## config.mk

```make
export PLATFORM = sky130hd
export DESIGN_NAME = shell_command_tokenizer
export DESIGN_NICKNAME = d
export VERILOG_FILES = /design/src/hdl/sct_pkg.sv /design/src/hdl/sct_front.sv /design/src/hdl/sct_queue.sv /design/src/hdl/sct_back.sv /design/src/hdl/shell_command_tokenizer.sv
export SDC_FILE = /design/constraint.sdc
export NUM_CORES = 1
export LEC_CHECK = 0
export BUFFER_PORTS_ARGS = -buffer_cell sky130_fd_sc_hd__buf_2
export CAP_MARGIN = 20
export CORE_MARGIN = 5
export CORE_UTILIZATION = 40
export CTS_CLUSTER_DIAMETER = 150
export DETAILED_ROUTE_END_ITERATION = 10
export GPL_TIMING_DRIVEN = 0
export PLACE_DENSITY = 0.58
export SYNTH_ARGS = -nofsm -noshare
export SYNTH_HDL_FRONTEND = slang
export SYNTH_HIERARCHICAL = 1
export SYNTH_SLANG_ARGS = --single-unit
```

## constraint.sdc

```tcl
create_clock -name clk -period 3.5 [get_ports clk]
set_clock_uncertainty 0.2 [all_clocks]
set_input_delay 0.7 -clock clk [delete_from_list [all_inputs] [get_ports clk]]
set_output_delay 0.7 -clock clk [all_outputs]
set_load 0.01 [all_outputs]
```

## src/hdl/sct_pkg.sv

```systemverilog
// Shared types and constants for the shell command tokenizer.
// Holds the byte codes, event kinds, lexer modes and the command record
// passed from the front classifier through the queue to the back end.
`timescale 1ns / 1ps
`default_nettype none

package sct_pkg;

  // Default number of command entries between front and back.
  localparam int unsigned QUEUE_DEPTH = 4;

  // Bytes with a meaning to the lexer.
  localparam logic [7:0] CH_SEMI  = 8'h3B;
  localparam logic [7:0] CH_LT    = 8'h3C;
  localparam logic [7:0] CH_PIPE  = 8'h7C;
  localparam logic [7:0] CH_GT    = 8'h3E;
  localparam logic [7:0] CH_QUOTE = 8'h22;
  localparam logic [7:0] CH_SP    = 8'h20;
  localparam logic [7:0] CH_TAB   = 8'h09;
  localparam logic [7:0] CH_NL    = 8'h0A;

  // Event kinds on the result channel.
  typedef enum logic [1:0] {
    K_CHAR = 2'd0,
    K_END  = 2'd1,
    K_LINE = 2'd2,
    K_ERR  = 2'd3
  } kind_t;

  // Lexer modes, one-hot.
  typedef enum logic [3:0] {
    MODE_IDLE  = 4'b0001,
    MODE_WORD  = 4'b0010,
    MODE_QUOTE = 4'b0100,
    MODE_GT    = 4'b1000
  } lex_mode_t;

  // One classified input byte: up to three events in order.
  typedef struct packed {
    logic [1:0] cnt;
    kind_t      k0;
    kind_t      k1;
    kind_t      k2;
    logic [7:0] tbyte;
  } cmd_t;

endpackage

`default_nettype wire

```

## src/hdl/sct_front.sv

```systemverilog
// Front end of the shell command tokenizer: accepts input bytes, tracks
// the lexer mode and turns each byte into an event command for the queue.
// Depends on sct_pkg.
`timescale 1ns / 1ps
`default_nettype none

module sct_front (
  input  wire logic         clk,
  input  wire logic         rst_n,
  input  wire logic         in_valid,
  input  wire logic [7:0]   in_ch,
  output logic              in_stall,
  input  wire logic         q_full,
  output logic              push,
  output sct_pkg::cmd_t     push_cmd
);
  import sct_pkg::*;

  lex_mode_t mode_r;
  lex_mode_t mode_nxt;
  cmd_t      cmd;
  logic      acc;
  logic      is_sep;
  logic      is_single;

  // The front only waits when the queue has no room.
  assign in_stall = q_full;
  assign acc      = in_valid && !q_full;

  // Byte classes.
  always_comb begin
    is_sep    = in_ch inside {CH_SP, CH_TAB};
    is_single = in_ch inside {CH_SEMI, CH_LT, CH_PIPE};
  end

  // Classification: build the event list and the next mode.
  always_comb begin
    cmd       = '0;
    cmd.tbyte = in_ch;
    mode_nxt  = mode_r;
    case (mode_r)
      MODE_IDLE: begin
        if (is_sep) begin
          mode_nxt = MODE_IDLE;
        end else if (in_ch == CH_QUOTE) begin
          mode_nxt = MODE_QUOTE;
        end else if (is_single) begin
          cmd.cnt = 2'd2; cmd.k0 = K_CHAR; cmd.k1 = K_END;
        end else if (in_ch == CH_GT) begin
          cmd.cnt = 2'd1; cmd.k0 = K_CHAR;
          mode_nxt = MODE_GT;
        end else if (in_ch == CH_NL) begin
          cmd.cnt = 2'd1; cmd.k0 = K_LINE;
        end else begin
          cmd.cnt = 2'd1; cmd.k0 = K_CHAR;
          mode_nxt = MODE_WORD;
        end
      end
      MODE_WORD: begin
        if (is_sep) begin
          cmd.cnt = 2'd1; cmd.k0 = K_END;
          mode_nxt = MODE_IDLE;
        end else if (in_ch == CH_NL) begin
          cmd.cnt = 2'd2; cmd.k0 = K_END; cmd.k1 = K_LINE;
          mode_nxt = MODE_IDLE;
        end else if (is_single) begin
          cmd.cnt = 2'd3; cmd.k0 = K_END; cmd.k1 = K_CHAR; cmd.k2 = K_END;
          mode_nxt = MODE_IDLE;
        end else if (in_ch == CH_GT) begin
          cmd.cnt = 2'd2; cmd.k0 = K_END; cmd.k1 = K_CHAR;
          mode_nxt = MODE_GT;
        end else begin
          cmd.cnt = 2'd1; cmd.k0 = K_CHAR;
        end
      end
      MODE_QUOTE: begin
        if (in_ch == CH_QUOTE) begin
          cmd.cnt = 2'd1; cmd.k0 = K_END;
          mode_nxt = MODE_IDLE;
        end else if (in_ch == CH_NL) begin
          cmd.cnt = 2'd1; cmd.k0 = K_ERR;
          mode_nxt = MODE_IDLE;
        end else begin
          cmd.cnt = 2'd1; cmd.k0 = K_CHAR;
        end
      end
      MODE_GT: begin
        if (is_single) begin
          cmd.cnt = 2'd3; cmd.k0 = K_END; cmd.k1 = K_CHAR; cmd.k2 = K_END;
          mode_nxt = MODE_IDLE;
        end else if (in_ch == CH_GT) begin
          cmd.cnt = 2'd2; cmd.k0 = K_CHAR; cmd.k1 = K_END;
          mode_nxt = MODE_IDLE;
        end else if (is_sep) begin
          cmd.cnt = 2'd1; cmd.k0 = K_END;
          mode_nxt = MODE_IDLE;
        end else if (in_ch == CH_NL) begin
          cmd.cnt = 2'd2; cmd.k0 = K_END; cmd.k1 = K_LINE;
          mode_nxt = MODE_IDLE;
        end else begin
          cmd.cnt = 2'd2; cmd.k0 = K_END; cmd.k1 = K_CHAR;
          mode_nxt = MODE_WORD;
        end
      end
      default: begin
        mode_nxt = MODE_IDLE;
      end
    endcase
  end

  // Only bytes that produce events go into the queue.
  assign push     = acc && (cmd.cnt != 2'd0);
  assign push_cmd = cmd;

  // Mode register advances on every accepted beat.
  always_ff @(posedge clk) begin
    if (!rst_n) begin
      mode_r <= MODE_IDLE;
    end else if (acc) begin
      mode_r <= mode_nxt;
    end
  end

  // A newline always returns the lexer to the idle mode.
  a_nl_idle: assert property (@(posedge clk) disable iff (!rst_n)
    acc && (in_ch == CH_NL) |=> mode_r == MODE_IDLE)
    else $error("newline did not return lexer to idle");

  // Inside quotes, an ordinary byte is passed on as a single character.
  a_quote_char: assert property (@(posedge clk) disable iff (!rst_n)
    acc && (mode_r == MODE_QUOTE) && (in_ch != CH_QUOTE) && (in_ch != CH_NL)
    |-> push && (push_cmd.cnt == 2'd1) && (push_cmd.k0 == K_CHAR))
    else $error("quoted byte not forwarded as one character");

  // A separator between tokens produces nothing.
  a_idle_sep: assert property (@(posedge clk) disable iff (!rst_n)
    acc && (mode_r == MODE_IDLE) && ((in_ch == CH_SP) || (in_ch == CH_TAB))
    |-> !push)
    else $error("separator in idle mode produced events");

endmodule

`default_nettype wire

```

## src/hdl/sct_queue.sv

```systemverilog
// Command queue of the shell command tokenizer, decoupling the front
// classifier from the back-end event sequencer. Depends on sct_pkg.
`timescale 1ns / 1ps
`default_nettype none

module sct_queue #(
  parameter int unsigned QDEPTH = sct_pkg::QUEUE_DEPTH
) (
  input  wire logic          clk,
  input  wire logic          rst_n,
  input  wire logic          push,
  input  wire sct_pkg::cmd_t push_cmd,
  input  wire logic          pop,
  output sct_pkg::cmd_t      head_cmd,
  output logic               q_valid,
  output logic               q_full
);
  import sct_pkg::*;

  localparam int unsigned PW = (QDEPTH > 1) ? $clog2(QDEPTH) : 1;
  localparam int unsigned CW = $clog2(QDEPTH + 1);
  localparam logic [PW-1:0] PTR_LAST = PW'(QDEPTH - 1);
  localparam logic [CW-1:0] CNT_FULL = CW'(QDEPTH);

  cmd_t          entry_r [QDEPTH];
  logic [PW-1:0] wr_ptr_r;
  logic [PW-1:0] rd_ptr_r;
  logic [CW-1:0] count_r;
  logic [CW-1:0] count_nxt;

  assign q_valid  = (count_r != '0);
  assign q_full   = (count_r == CNT_FULL);
  assign head_cmd = entry_r[rd_ptr_r];

  // Occupancy follows pushes and pops.
  always_comb begin
    count_nxt = count_r;
    if (push && !pop) begin
      count_nxt = count_r + 1'b1;
    end else if (pop && !push) begin
      count_nxt = count_r - 1'b1;
    end
  end

  // Pointers and occupancy.
  always_ff @(posedge clk) begin
    if (!rst_n) begin
      wr_ptr_r <= '0;
      rd_ptr_r <= '0;
      count_r  <= '0;
    end else begin
      if (push) begin
        wr_ptr_r <= (wr_ptr_r == PTR_LAST) ? '0 : wr_ptr_r + 1'b1;
      end
      if (pop) begin
        rd_ptr_r <= (rd_ptr_r == PTR_LAST) ? '0 : rd_ptr_r + 1'b1;
      end
      count_r <= count_nxt;
    end
  end

  // Entry storage; no reset needed.
  always_ff @(posedge clk) begin
    if (push) begin
      entry_r[wr_ptr_r] <= push_cmd;
    end
  end

  a_no_overflow: assert property (@(posedge clk) disable iff (!rst_n)
    push |-> count_r != CNT_FULL)
    else $error("push into a full queue");

  a_no_underflow: assert property (@(posedge clk) disable iff (!rst_n)
    pop |-> count_r != '0)
    else $error("pop from an empty queue");

  a_count_up: assert property (@(posedge clk) disable iff (!rst_n)
    push && !pop |=> count_r == $past(count_r) + 1'b1)
    else $error("queue occupancy did not grow on push");

endmodule

`default_nettype wire

```

## src/hdl/sct_back.sv

```systemverilog
// Back end of the shell command tokenizer: takes commands from the queue
// and plays out their events one per beat into the output register while
// the output is not stalled. Depends on sct_pkg.
`timescale 1ns / 1ps
`default_nettype none

module sct_back (
  input  wire logic          clk,
  input  wire logic          rst_n,
  input  wire logic          q_valid,
  input  wire sct_pkg::cmd_t head_cmd,
  output logic               pop,
  output logic               out_valid,
  input  wire logic          out_stall,
  output logic [1:0]         out_kind,
  output logic [7:0]         out_token_byte,
  output logic               out_last
);
  import sct_pkg::*;

  cmd_t       cmd_r;
  logic       cmd_valid_r;
  logic [1:0] idx_r;
  logic       out_valid_r;
  kind_t      out_kind_r;
  logic [7:0] out_byte_r;
  logic       out_last_r;

  logic  out_free;
  logic  emit;
  logic  cmd_last;
  logic  cmd_take;
  kind_t sel_kind;

  // Output register can load when empty or when its beat is taken.
  assign out_free = !out_valid_r || !out_stall;
  assign emit     = cmd_valid_r && out_free;
  assign cmd_last = (idx_r == (cmd_r.cnt - 2'd1));
  assign cmd_take = !cmd_valid_r || (emit && cmd_last);
  assign pop      = cmd_take && q_valid;

  // Pick the event at the current position of the command.
  always_comb begin
    case (idx_r)
      2'd0:    sel_kind = cmd_r.k0;
      2'd1:    sel_kind = cmd_r.k1;
      default: sel_kind = cmd_r.k2;
    endcase
  end

  // Command register and position within it.
  always_ff @(posedge clk) begin
    if (!rst_n) begin
      cmd_valid_r <= 1'b0;
      idx_r       <= 2'd0;
    end else if (pop) begin
      cmd_valid_r <= 1'b1;
      idx_r       <= 2'd0;
    end else if (cmd_take) begin
      cmd_valid_r <= 1'b0;
    end else if (emit) begin
      idx_r <= idx_r + 2'd1;
    end
  end

  always_ff @(posedge clk) begin
    if (pop) begin
      cmd_r <= head_cmd;
    end
  end

  // Output register valid.
  always_ff @(posedge clk) begin
    if (!rst_n) begin
      out_valid_r <= 1'b0;
    end else if (emit) begin
      out_valid_r <= 1'b1;
    end else if (!out_stall) begin
      out_valid_r <= 1'b0;
    end
  end

  // Output payload; the byte is zero for every kind but a character.
  always_ff @(posedge clk) begin
    if (emit) begin
      out_kind_r <= sel_kind;
      out_byte_r <= (sel_kind == K_CHAR) ? cmd_r.tbyte : 8'd0;
      out_last_r <= cmd_last;
    end
  end

  assign out_valid      = out_valid_r;
  assign out_kind       = out_kind_r;
  assign out_token_byte = out_byte_r;
  assign out_last       = out_last_r;

  a_last_flag: assert property (@(posedge clk) disable iff (!rst_n)
    emit && cmd_last |=> out_valid_r && out_last_r)
    else $error("final event of a byte not flagged last");

  a_idx_range: assert property (@(posedge clk) disable iff (!rst_n)
    cmd_valid_r |-> (cmd_r.cnt != 2'd0) && (idx_r < cmd_r.cnt))
    else $error("event position beyond command length");

  a_byte_zero: assert property (@(posedge clk) disable iff (!rst_n)
    out_valid_r && (out_kind_r != K_CHAR) |-> out_byte_r == 8'd0)
    else $error("non-character event carries a byte");

endmodule

`default_nettype wire

```

## src/hdl/shell_command_tokenizer.sv

```systemverilog
// Top level of the shell command tokenizer: front classifier, command
// queue and back-end event sequencer. Depends on sct_pkg.
//
// Usage: one command-line byte per beat enters on in_valid / in_ch,
// held while in_stall is high. Token events leave on out_valid with
// out_kind (char, token end, line end, unclosed-quote error), out_token_byte
// and out_last, which marks the final event caused by one input byte. The
// consumer holds out_stall high to pause the output; the event waits in
// the output register.
// Path: a byte's command waits in a queue entry, then in the sequencer's
// command register, before its first event loads the output register.
// Throughput: one input byte per cycle while each byte gives at most one
// event and out_stall stays low; the output port delivers one event per
// cycle unless stalled, so a byte that yields two or three events holds
// the output for each in turn. The command queue (QUEUE_DEPTH entries)
// absorbs these bursts; in_stall rises only when it is full. A separator
// outside quotes that ends no token gives no event and skips the queue.
// Reset (synchronous, rst_n low) returns the lexer to idle between tokens
// and empties the queue and output register.
`timescale 1ns / 1ps
`default_nettype none

module shell_command_tokenizer #(
  parameter int unsigned QUEUE_DEPTH = sct_pkg::QUEUE_DEPTH
) (
  input  wire logic       clk,
  input  wire logic       rst_n,
  input  wire logic       in_valid,
  input  wire logic [7:0] in_ch,
  output logic            in_stall,
  output logic            out_valid,
  input  wire logic       out_stall,
  output logic [1:0]      out_kind,
  output logic [7:0]      out_token_byte,
  output logic            out_last
);
  import sct_pkg::*;

  logic push;
  cmd_t push_cmd;
  logic pop;
  cmd_t head_cmd;
  logic q_valid;
  logic q_full;

  // Byte classification and lexer mode.
  sct_front u_front (
    .clk      (clk),
    .rst_n    (rst_n),
    .in_valid (in_valid),
    .in_ch    (in_ch),
    .in_stall (in_stall),
    .q_full   (q_full),
    .push     (push),
    .push_cmd (push_cmd)
  );

  // Command queue between front and back.
  sct_queue #(
    .QDEPTH (QUEUE_DEPTH)
  ) u_queue (
    .clk      (clk),
    .rst_n    (rst_n),
    .push     (push),
    .push_cmd (push_cmd),
    .pop      (pop),
    .head_cmd (head_cmd),
    .q_valid  (q_valid),
    .q_full   (q_full)
  );

  // Event sequencing and output register.
  sct_back u_back (
    .clk            (clk),
    .rst_n          (rst_n),
    .q_valid        (q_valid),
    .head_cmd       (head_cmd),
    .pop            (pop),
    .out_valid      (out_valid),
    .out_stall      (out_stall),
    .out_kind       (out_kind),
    .out_token_byte (out_token_byte),
    .out_last       (out_last)
  );

endmodule

`default_nettype wire
```

---- After elaboration in Yosys (flattened, before gate mapping) ----
Memory sizes are Yosys's and may differ from the RTL's. A register that Yosys moved wholly into a read port is not among the register bits.
Cells that the tools add are included.
cells by class
  equality and inequality tests ........... 22
  multiplexer cells ....................... 49
  bitwise logic cells ..................... 2
  reduce and logical (&&, ||, !) cells .... 26
  $add $sub $neg .......................... 6
operator list
  kind                                                                   number
  4-bit 2-to-1 mux                                                       20
  8-bit by 6-bit equality test with 1-bit output, second input constant  5
  6-bit 2-to-1 mux                                                       6
  4-bit case mux with 4 select lines                                     2
  2-bit 2-to-1 mux                                                       9
  8-bit by 4-bit equality test with 1-bit output, second input constant  2
  8-bit by 7-bit equality test with 1-bit output, second input constant  1
  2-bit case mux with 2 select lines                                     2
  2-bit nonzero test                                                     4
  1-bit logical AND                                                      7
  1-bit 2-to-1 mux                                                       7
  2-bit by 1-bit adder with 2-bit output, second input constant          3
  1-bit logical NOT                                                      6
  3-bit 2-to-1 mux                                                       2
  2-bit case mux with 3 select lines                                     1
  3-bit nonzero test                                                     2
  5-bit by 1-bit != test with 1-bit output, second input constant        1
  5-bit by 2-bit != test with 1-bit output, second input constant        1
  5-bit AND reduction                                                    1
  2-bit equality test, second input constant                             2
  4-bit by 1-bit equality test with 1-bit output, second input constant  1
  4-bit by 2-bit equality test with 1-bit output, second input constant  1
  4-bit by 3-bit equality test with 1-bit output, second input constant  1
  4-bit equality test, second input constant                             1
  14 further kinds                                                       17
storage, ports and cells
  memory bits (writable) .................. 64
  register bits after elaboration ......... 26
  memories kept ........................... 1
memory list
  name             words  width  read ports  clocked after Yosys merged registers in  wr ports  RTL line         source
  u_queue.entry_r  4      16     1           1                                        1         sct_queue.sv:25  cmd_t entry_r [QDEPTH];

---- Logic depth before layout (Yosys ltp) ----
Gate-level depths: netlist of the first run.
  depth after elaboration ................. 13
  gate-level depth with buffers ........... 12
  depth with buffers taken out ............ 11

---- Hierarchy ----
Netlist of the first run, hierarchy kept.
modules (own cells, without submodules)
  module     area each (um^2)  times used  seq. area each (um^2)  cells each
  sct_queue  2805.2            1           2102.0                 128
  sct_back   1199.9            1           890.9                  78
  sct_front  770.7             1           80.1                   101

---- Worst setup path after synthesis of the first run ----
Ideal clock, no wire load.
  path kind ............................... input -> register
  start ................................... in in_ch[4]
  end ..................................... reg u_queue.count_r[2]
  slack ................................... -66 ps
  setup time .............................. 76 ps
  arrival time ............................ 3290 ps
  stages .................................. 11
  required time ........................... 3224 ps
  cell sequence ........................... nor3_1 > o211ai_1 > o21ai_0 > o221ai_1 > a41oi_1 > ha_1 > inv_1 > fa_1 > xor2_1 > or3_1 > a21boi_0
on the way
  word-level cells in the longest chain between the ends .. 11
  elaborated cells between the ends (all ways) .. 28
ends and longest elaborated chain
  what                                                                    RTL line                                           source
  start: declaration                                                      shell_command_tokenizer.sv:29                      input wire logic [7:0] in_ch,
  8-bit by 6-bit equality test with 1-bit output (tied with other cells)  sct_front.sv:33                                    is_single = in_ch inside {CH_SEMI, CH_LT, CH_PIPE};
  3-bit nonzero test (tied with other cells)                              sct_front.sv:33
  6-bit 2-to-1 mux (tied with other cells)                                sct_front.sv:66                                    end else if (is_single) begin
  6-bit 2-to-1 mux (on tied branches)                                     sct_front.sv:63, sct_front.sv:91, sct_front.sv:45
  4-bit 2-to-1 mux (tied with other cells)                                sct_front.sv:60                                    if (is_sep) begin
  4-bit case mux with 4 select lines (*)                                  sct_front.sv:41                                    case (mode_r)
  2-bit nonzero test (*)                                                  sct_front.sv:112                                   assign push = acc && (cmd.cnt != 2'd0);
  1-bit logical AND (*)                                                   sct_front.sv:112
  via push                                                                shell_command_tokenizer.sv:39                      logic push;
  1-bit logical NOT                                                       sct_queue.sv:40                                    end else if (pop && !push) begin
  1-bit logical AND                                                       sct_queue.sv:40
  2-bit nonzero test (no source line)                                     -
  end signal: assignment                                                  sct_queue.sv:58                                    count_r <= count_nxt;
  end: declaration                                                        sct_queue.sv:28                                    logic [CW-1:0] count_r;
Mark *: on every way through the listed nets, which the timed path passes. The rest lies on a longest branch.
A chain may end at the register's enable or synchronous reset.

---- Worst setup path after layout of the first run ----
  start ................................... in in_ch[1]
  end ..................................... reg u_queue.count_r[2]
Same word-level chain as after synthesis.

==> results.tsv, run 1 <==
metric	value	unit
row count	40	
Area Overhead vs Synth	14.2	%
P_sw	1200	uW
Post-synth ARST share	0	%
synthesized area per cell	15.6	sq um
worst-case reg-to-reg path depth	10	
vias	2596	
Final #Nets	367	
total CTS buffers	9	
max incr delay on CP	0.43	ns
Hold Crit Class	flip-flop to flip-flop	
dpl cell area	5090	sq um
CTS max path bufs	2	
Logic pwr share	28.9	%
Setup TNS Final	0	ns
CP Capture Type	flip-flop	
vias per inst	5.21	
Slew headroom	41.3	%
CP Class	input port to flip-flop	
Seq/Total Area, Yosys	64.3	%
post-DP HPWL	5.38	mm
ys flop type	edfxtp_1	
Clock power frac	23.8	%
PwrDens	739	nW/um^2
CP arrival	3.37	ns
area fraction of the dominant cell type after synthesis	57.2	%
Post-Syn Instances	307	
Worst R2R Setup Slack	0.28	ns
r2r startpoint	u_front/mode_r[2]	
Root Driver	clkbuf_16	
fmax	303	MHz
largest family of logic cells by synthesized area	simple AND/OR/NAND/NOR gates	
grt total ovfl	0	
simple logic cell fraction of the synthesized area	10.9	%
share of layout cells above drive strength 1	27.4	%
reg2reg end	u_queue/count_r[2]	
internal power	2830	uW
largest net degree at the start of global routing	20	
final instance area	5450	sq um
die width	119	um
area leader, netlist	edfxtp_1	
fillers	1044	
final hold slack	0.282	ns
Compound-Gate Fraction of Synth Area	6.81	%
port buffer count	24	
IR Drop Worst-Case VDD	0.236	mV
TritonCTS Sinks	108	
Switching Share	29.8	%
register area	3070	sq um
Starting Density	40.3	%
CP max-delay cell	fa_1	
Slew Viols, Final	0	
Util after Layout	46.0	%
RSZ-0062 raised after global routing	false	
setup violators final	0	
syn_nets	328	
Synth Area in Adders	2.52	%
Min-Delay Path Depth	2	
Die Height	119	um
antenna violation net count after detailed routing	0	
Yosys cell types	68	
router iterations before antenna repair	4	
Layout Cells excl Fill	498	
Final Wtd Congestion	0.809	
vias in the first global route	2524	
antenna violations before repair	0	
Starting DRT DRC Count	154	
Yosys Warn Count	6	
Detailed Route WL	7.77	mm
critical path launch point type	input port	
first-pass GRT wire length	12.7	mm
Synth top cells by count	91 x edfxtp_1, 17 x dfxtp_1, 15 x and2_1, 15 x inv_1, 12 x buf_4	
post-layout minimum cycle time	3.30	ns
status	complete, no violations	
flops & latches, synth	108	
Post-synth EDFFs	91	
DRC	0	
worst slew pin tran	0.880	ns
Core Region	11900	sq um
Req. time, crit path	3.57	ns
TritonCTS clock tree	built	
most common cell in the netlist	edfxtp_1	
sequential power share	47.3	%
hold_sp	u_back/cmd_valid_r	
multiplexer share of the synthesized area	9.69	%
hold_buf cts	0	
Cell Area, Synth	4780	sq um
period utilisation layout	94.4	%
leakage	0.00195	uW
CTS H-tree lvls	3	
Synth area leaders	edfxtp_1 57%, dfxtp_1 7.1%, mux4_2 4.7%	
GRT Total Usage	11.6	%
Final Hold Violating Endpoints	0	
area of the multi-input gates	1540	sq um
Placed Cells	479	
Antenna Cells	0	
Max-Cap Viols	0	
Die Footprint	14200	sq um
Post-Synth XOR/XNOR Area	1.07	%
crit-path cells	buf_2, nor4bb_4, o2111ai_2, buf_4, o21ai_0, o221ai_1, a41oi_2, ha_2, inv_1, fa_1, xor2_1, or3_1, a21boi_0	
Min-Delay Endpoint	u_back/out_valid	
crit-path max FO	10	
clock latency on the worst-skew pair	0.34	ns
Worst-path clk slew	0.07	ns
IO Count	25	
Wirelength per Cell	15.6	um
## power by group through the flow
stage | Sequential [uW] | Combinational, uW | Clock, uW
CTS | 1910 | 1170 | 983
global route | 1940 | 1300 | 1040
finish | 1910 | 1170 | 959
detailed placement | 1940 | 1150 | 0
floorplan | 1950 | 838 | 0
global placement | 1930 | 1120 | 0
## cells by family (layout without fill, tap and decap cells)
family / count (synthesis) / count (layout)
AOI/OAI and AO/OA: 43 / 43
xor gates and xnor gates: 5 / 5
adders and majority gates: 9 / 9
buffers and inverters: 38 / 82
DFF: 108 / 108
muxes: 24 / 24
other: 1 / 1
and+or+nand+nor: 79 / 79
## area by class of cell
cell class | count | share of cell area (%)
multi-input combinational | 161 | 28.3
sequential | 108 | 56.4
tap | 147 | 3.37
inverter | 18 | 1.24
clock buffer | 9 | 4.13
buffer | 20 | 2.80
timing repair buffer | 28 | 2.75
clock inverter | 7 | 1.08
## per-stage QoR
step | setup WS [ns] | power, uW
2_1_floorplan | 0.0617 | 2780
3_3_place_gp | -0.387 | 3050
3_5_place_dp | -0.454 | 3100
4_1_cts | 0.128 | 4060
5_1_grt | 0.00307 | 4280
6_report | 0.197 | 4030
## how the worst max path moves through the flow
| stage | startpoint | slack [ns] | depth (start not counted) | to |
|---|---|---|---|---|
| 2_1_floorplan | in_ch[4] | 0.06 | 11 | u_queue/count_r[2] |
| 3_3_place_gp | in_ch[0] | -0.39 | 12 | u_queue/count_r[2] |
| 3_5_place_dp | in_ch[5] | -0.45 | 12 | u_queue/count_r[2] |
| 4_1_cts | in_ch[1] | 0.13 | 12 | u_queue/count_r[2] |
| 5_1_grt | in_ch[1] | 0.003 | 13 | u_queue/count_r[2] |
| 6_report | in_ch[1] | 0.20 | 13 | u_queue/count_r[2] |
## state kept, by name (all words and copies together) (netlist names), named ones only
register / cells
u_queue/entry_r: 64
u_back/out_kind: 2
u_back/cmd_r: 16
u_queue/wr_ptr_r: 2
u_back/out_valid: 1
u_back/idx_r: 2
u_back/out_token_byte: 8
u_queue/rd_ptr_r: 2
u_front/mode_r: 4
u_queue/count_r: 3
u_back/out_last: 1
u_back/cmd_valid_r: 1
## worst max-delay path, delay by kind of cell
kind	cells	cell delay, ns
AND/OR/NAND/NOR	2	0.62
buffers and inverters	3	0.41
adder cells (fa/ha/maj)	2	0.65
AO/OA/AOI/OAI	5	0.82
XOR/XNOR	1	0.17
## layout by cell type, fill, tap and decap left out, types with 8 or more instances in the layout
cell type	Yosys	routed
nor2_1	9	9
nand2_1	10	10
dfxtp_1	17	17
buf_4	12	17
edfxtp_1	91	91
mux2i_1	8	8
clkbuf_16	0	9
and2_1	15	15
o21ai_0	9	8
mux4_2	10	10
buf_2	4	27
a21oi_1	8	8
inv_1	15	15
## per-layer routing
layer / track usage (%) / share of wire, % / up-vias
li1: - / - / 1250
met1: 14.8 / 46 / 1294
met5: 0 / 0 / -
met4: 6.30 / 2.3 / 0
met3: 2.37 / 3.2 / 15
met2: 18.4 / 48 / 37
## repair_timing
item                                    CTS  global route
endpoints found under the setup margin    1             1
cloned                                    0             0
gates resized for setup                   1            10
pin swaps                                 1             3
setup buffers                             1             2
Power figures use the tool's default switching activity.
==> inputs of run 2 (changes only) <==
--- a/config.mk
+++ b/config.mk
@@ -6,7 +6,6 @@
 export NUM_CORES = 1
 export LEC_CHECK = 0
 export BUFFER_PORTS_ARGS = -buffer_cell sky130_fd_sc_hd__buf_2
-export CAP_MARGIN = 20
 export CORE_MARGIN = 5
 export CORE_UTILIZATION = 40
 export CTS_CLUSTER_DIAMETER = 150
@@ -15,5 +14,4 @@
 export PLACE_DENSITY = 0.58
 export SYNTH_ARGS = -nofsm -noshare
 export SYNTH_HDL_FRONTEND = slang
-export SYNTH_HIERARCHICAL = 1
 export SYNTH_SLANG_ARGS = --single-unit
==> results.tsv, run 2 <==
metric	value	unit
CTS H-tree lvls	3	
vias in the first global route	2301	
critical path launch point type	flip-flop	
syn_nets	289	
Starting DRT DRC Count	128	
flops & latches, synth	101	
Util after Layout	45.1	%
Antenna Cells	0	
grt total ovfl	0	
largest family of logic cells by synthesized area	simple AND/OR/NAND/NOR gates	
Compound-Gate Fraction of Synth Area	6.75	%
TritonCTS Sinks	101	
Synth area leaders	edfxtp_1 59%, mux4_2 7.8%, dfxtp_1 6.9%	
Post-synth ARST share	0	%
clock latency on the worst-skew pair	0.36	ns
Post-synth EDFFs	86	
setup violators final	0	
GRT Total Usage	12.4	%
DRC	0	
CTS max path bufs	2	
area leader, netlist	edfxtp_1	
Max-Cap Viols	0	
Wirelength per Cell	16.6	um
Slew headroom	33.3	%
post-DP HPWL	5.22	mm
Area Overhead vs Synth	11.3	%
commonest cells after routing, fill and taps aside	86 x edfxtp_1, 25 x buf_2, 15 x and2_1, 15 x mux4_2, 15 x dfxtp_1	
antenna violations before repair	0	
period utilisation layout	90.0	%
Slew Viols, Final	0	
Final Hold Violating Endpoints	0	
max reg flops	60	
internal power	2380	uW
Req. time, crit path	3.59	ns
RSZ-0062 raised after global routing	false	
simple logic cell fraction of the synthesized area	11.8	%
Setup TNS Final	0	ns
Post-Synth XOR/XNOR Area	1.01	%
Hold Crit Class	flip-flop to flip-flop	
CP Class	flip-flop to flip-flop	
CTS resizes	0	
P_sw	955	uW
fmax	318	MHz
Yosys cell types	60	
share of layout cells above drive strength 1	25.3	%
antenna violation net count after detailed routing	0	
Core Region	10700	sq um
area fraction of the dominant cell type after synthesis	59.3	%
ys flop type	edfxtp_1	
hold_buf cts	0	
Post-CTS Setup Bufs	0	
total power draw	3340	uW
first-pass GRT wire length	12.1	mm
Seq/Total Area, Yosys	66.2	%
most common cell in the netlist	edfxtp_1	
CP arrival	3.24	ns
Post-Syn Instances	268	
Starting Density	40.5	%
sequential power share	52.0	%
TritonCTS clock tree	built	
largest net degree at the start of global routing	18	
vias per inst	5.07	
status	complete, no violations	
Synth top cells by count	86 x edfxtp_1, 15 x and2_1, 15 x dfxtp_1, 15 x mux4_2, 11 x nor2b_1	
Detailed Route WL	7.42	mm
crit-path cells	buf_4, nor3b_1, or2b_1, and2_1, a31oi_4, ha_1, inv_1, fa_1, xor2_1, or3_1, a21boi_0	
row count	38	
total CTS buffers	9	
multiplexer share of the synthesized area	9.60	%
port buffer count	24	
leakage	0.00163	uW
Yosys Warn Count	0	
Worst-path clk slew	0.09	ns
Root Driver	clkbuf_8	
Die Height	114	um
Largest Register	u_queue.entry_r	
die width	114	um
IO Count	25	
IR Drop Worst-Case VDD	0.247	mV
crit-path max FO	9	
Switching Share	28.6	%
Final #Nets	324	
CP max-delay cell	fa_1	
Final Wtd Congestion	0.717	
commonest non-fill, non-tap cell in the layout	edfxtp_1	
Clock power frac	21.8	%
max incr delay on CP	0.42	ns
CP Capture Type	flip-flop	
Synth Area in Adders	2.76	%
post-layout minimum cycle time	3.15	ns
Cell Area, Synth	4350	sq um
Die Footprint	13100	sq um
synthesized area per cell	16.2	sq um
Logic pwr share	26.3	%
vias	2271	
router iterations before antenna repair	4	
worst slew pin tran	0.999	ns
PwrDens	689	nW/um^2
==> run 2: worst paths after layout <==
check / from / end / slack [ns] / cells past startpoint
min reg2reg: u_back.cmd_valid_r / u_back.out_valid / 0.28 / 1
max reg2reg: u_front.mode_r[3] / u_queue.count_r[2] / 0.35 / 11
max: u_front.mode_r[3] / u_queue.count_r[2] / 0.35 / 11
min: u_back.cmd_valid_r / u_back.out_valid / 0.28 / 1
==> run 2: cell families after synthesis <==
family	Yosys count
and+or+nand+nor	79
adders and majority gates	9
AOI/OAI and AO/OA	35
DFF	101
xor gates and xnor gates	5
muxes	23
buffers and inverters	16
==> run 2: area by class of cell <==
class	instances	area (sq um)
clock inverter	6	68.8
multi-input combinational	151	1390
timing repair buffer	24	120
inverter	7	26.3
fill	999	5900
clock buffer	10	128
sequential	101	2880
tap	140	175
buffer	9	52.6
==> run 2: power groups by stage <==
stage	logic, uW	clock network [uW]	registers [uW]
6_report	878	726	1740
5_1_grt	985	807	1770
4_1_cts	909	755	1740
3_5_place_dp	905	0	1770
3_3_place_gp	889	0	1760
2_1_floorplan	639	0	1780
==> run 2: worst max-delay path, delay by kind of cell (launching register included) <==
kind	cells	cell delay, ns
adders and majority gates	2	0.65
and+or+nand+nor	4	1.09
xor gates and xnor gates	1	0.16
buffers and inverters	2	0.22
DFF	1	0.32
AOI/OAI and AO/OA	2	0.44
==> run 2: per-stage QoR <==
stage	area, sq um	cells	worst slack (ns)	hold WS (ns)
3_5_place_dp	4650	432	0.0904	0.263
4_1_cts	4840	448	0.328	0.284
2_1_floorplan	4350	268	0.523	0.248
6_report	4840	448	0.351	0.282
5_1_grt	4840	448	0.113	0.323
3_3_place_gp	4650	432	0.118	0.257
==> run 2: routing by layer <==
| layer | global-route usage, % | share of wire, % | vias to the layer above |
|---|---|---|---|
| met5 | 0 | 0 | - |
| li1 | - | - | 1114 |
| met4 | 6.02 | 2.3 | 0 |
| met1 | 15.8 | 45 | 1099 |
| met3 | 1.96 | 3.2 | 14 |
| met2 | 20.7 | 50 | 44 |
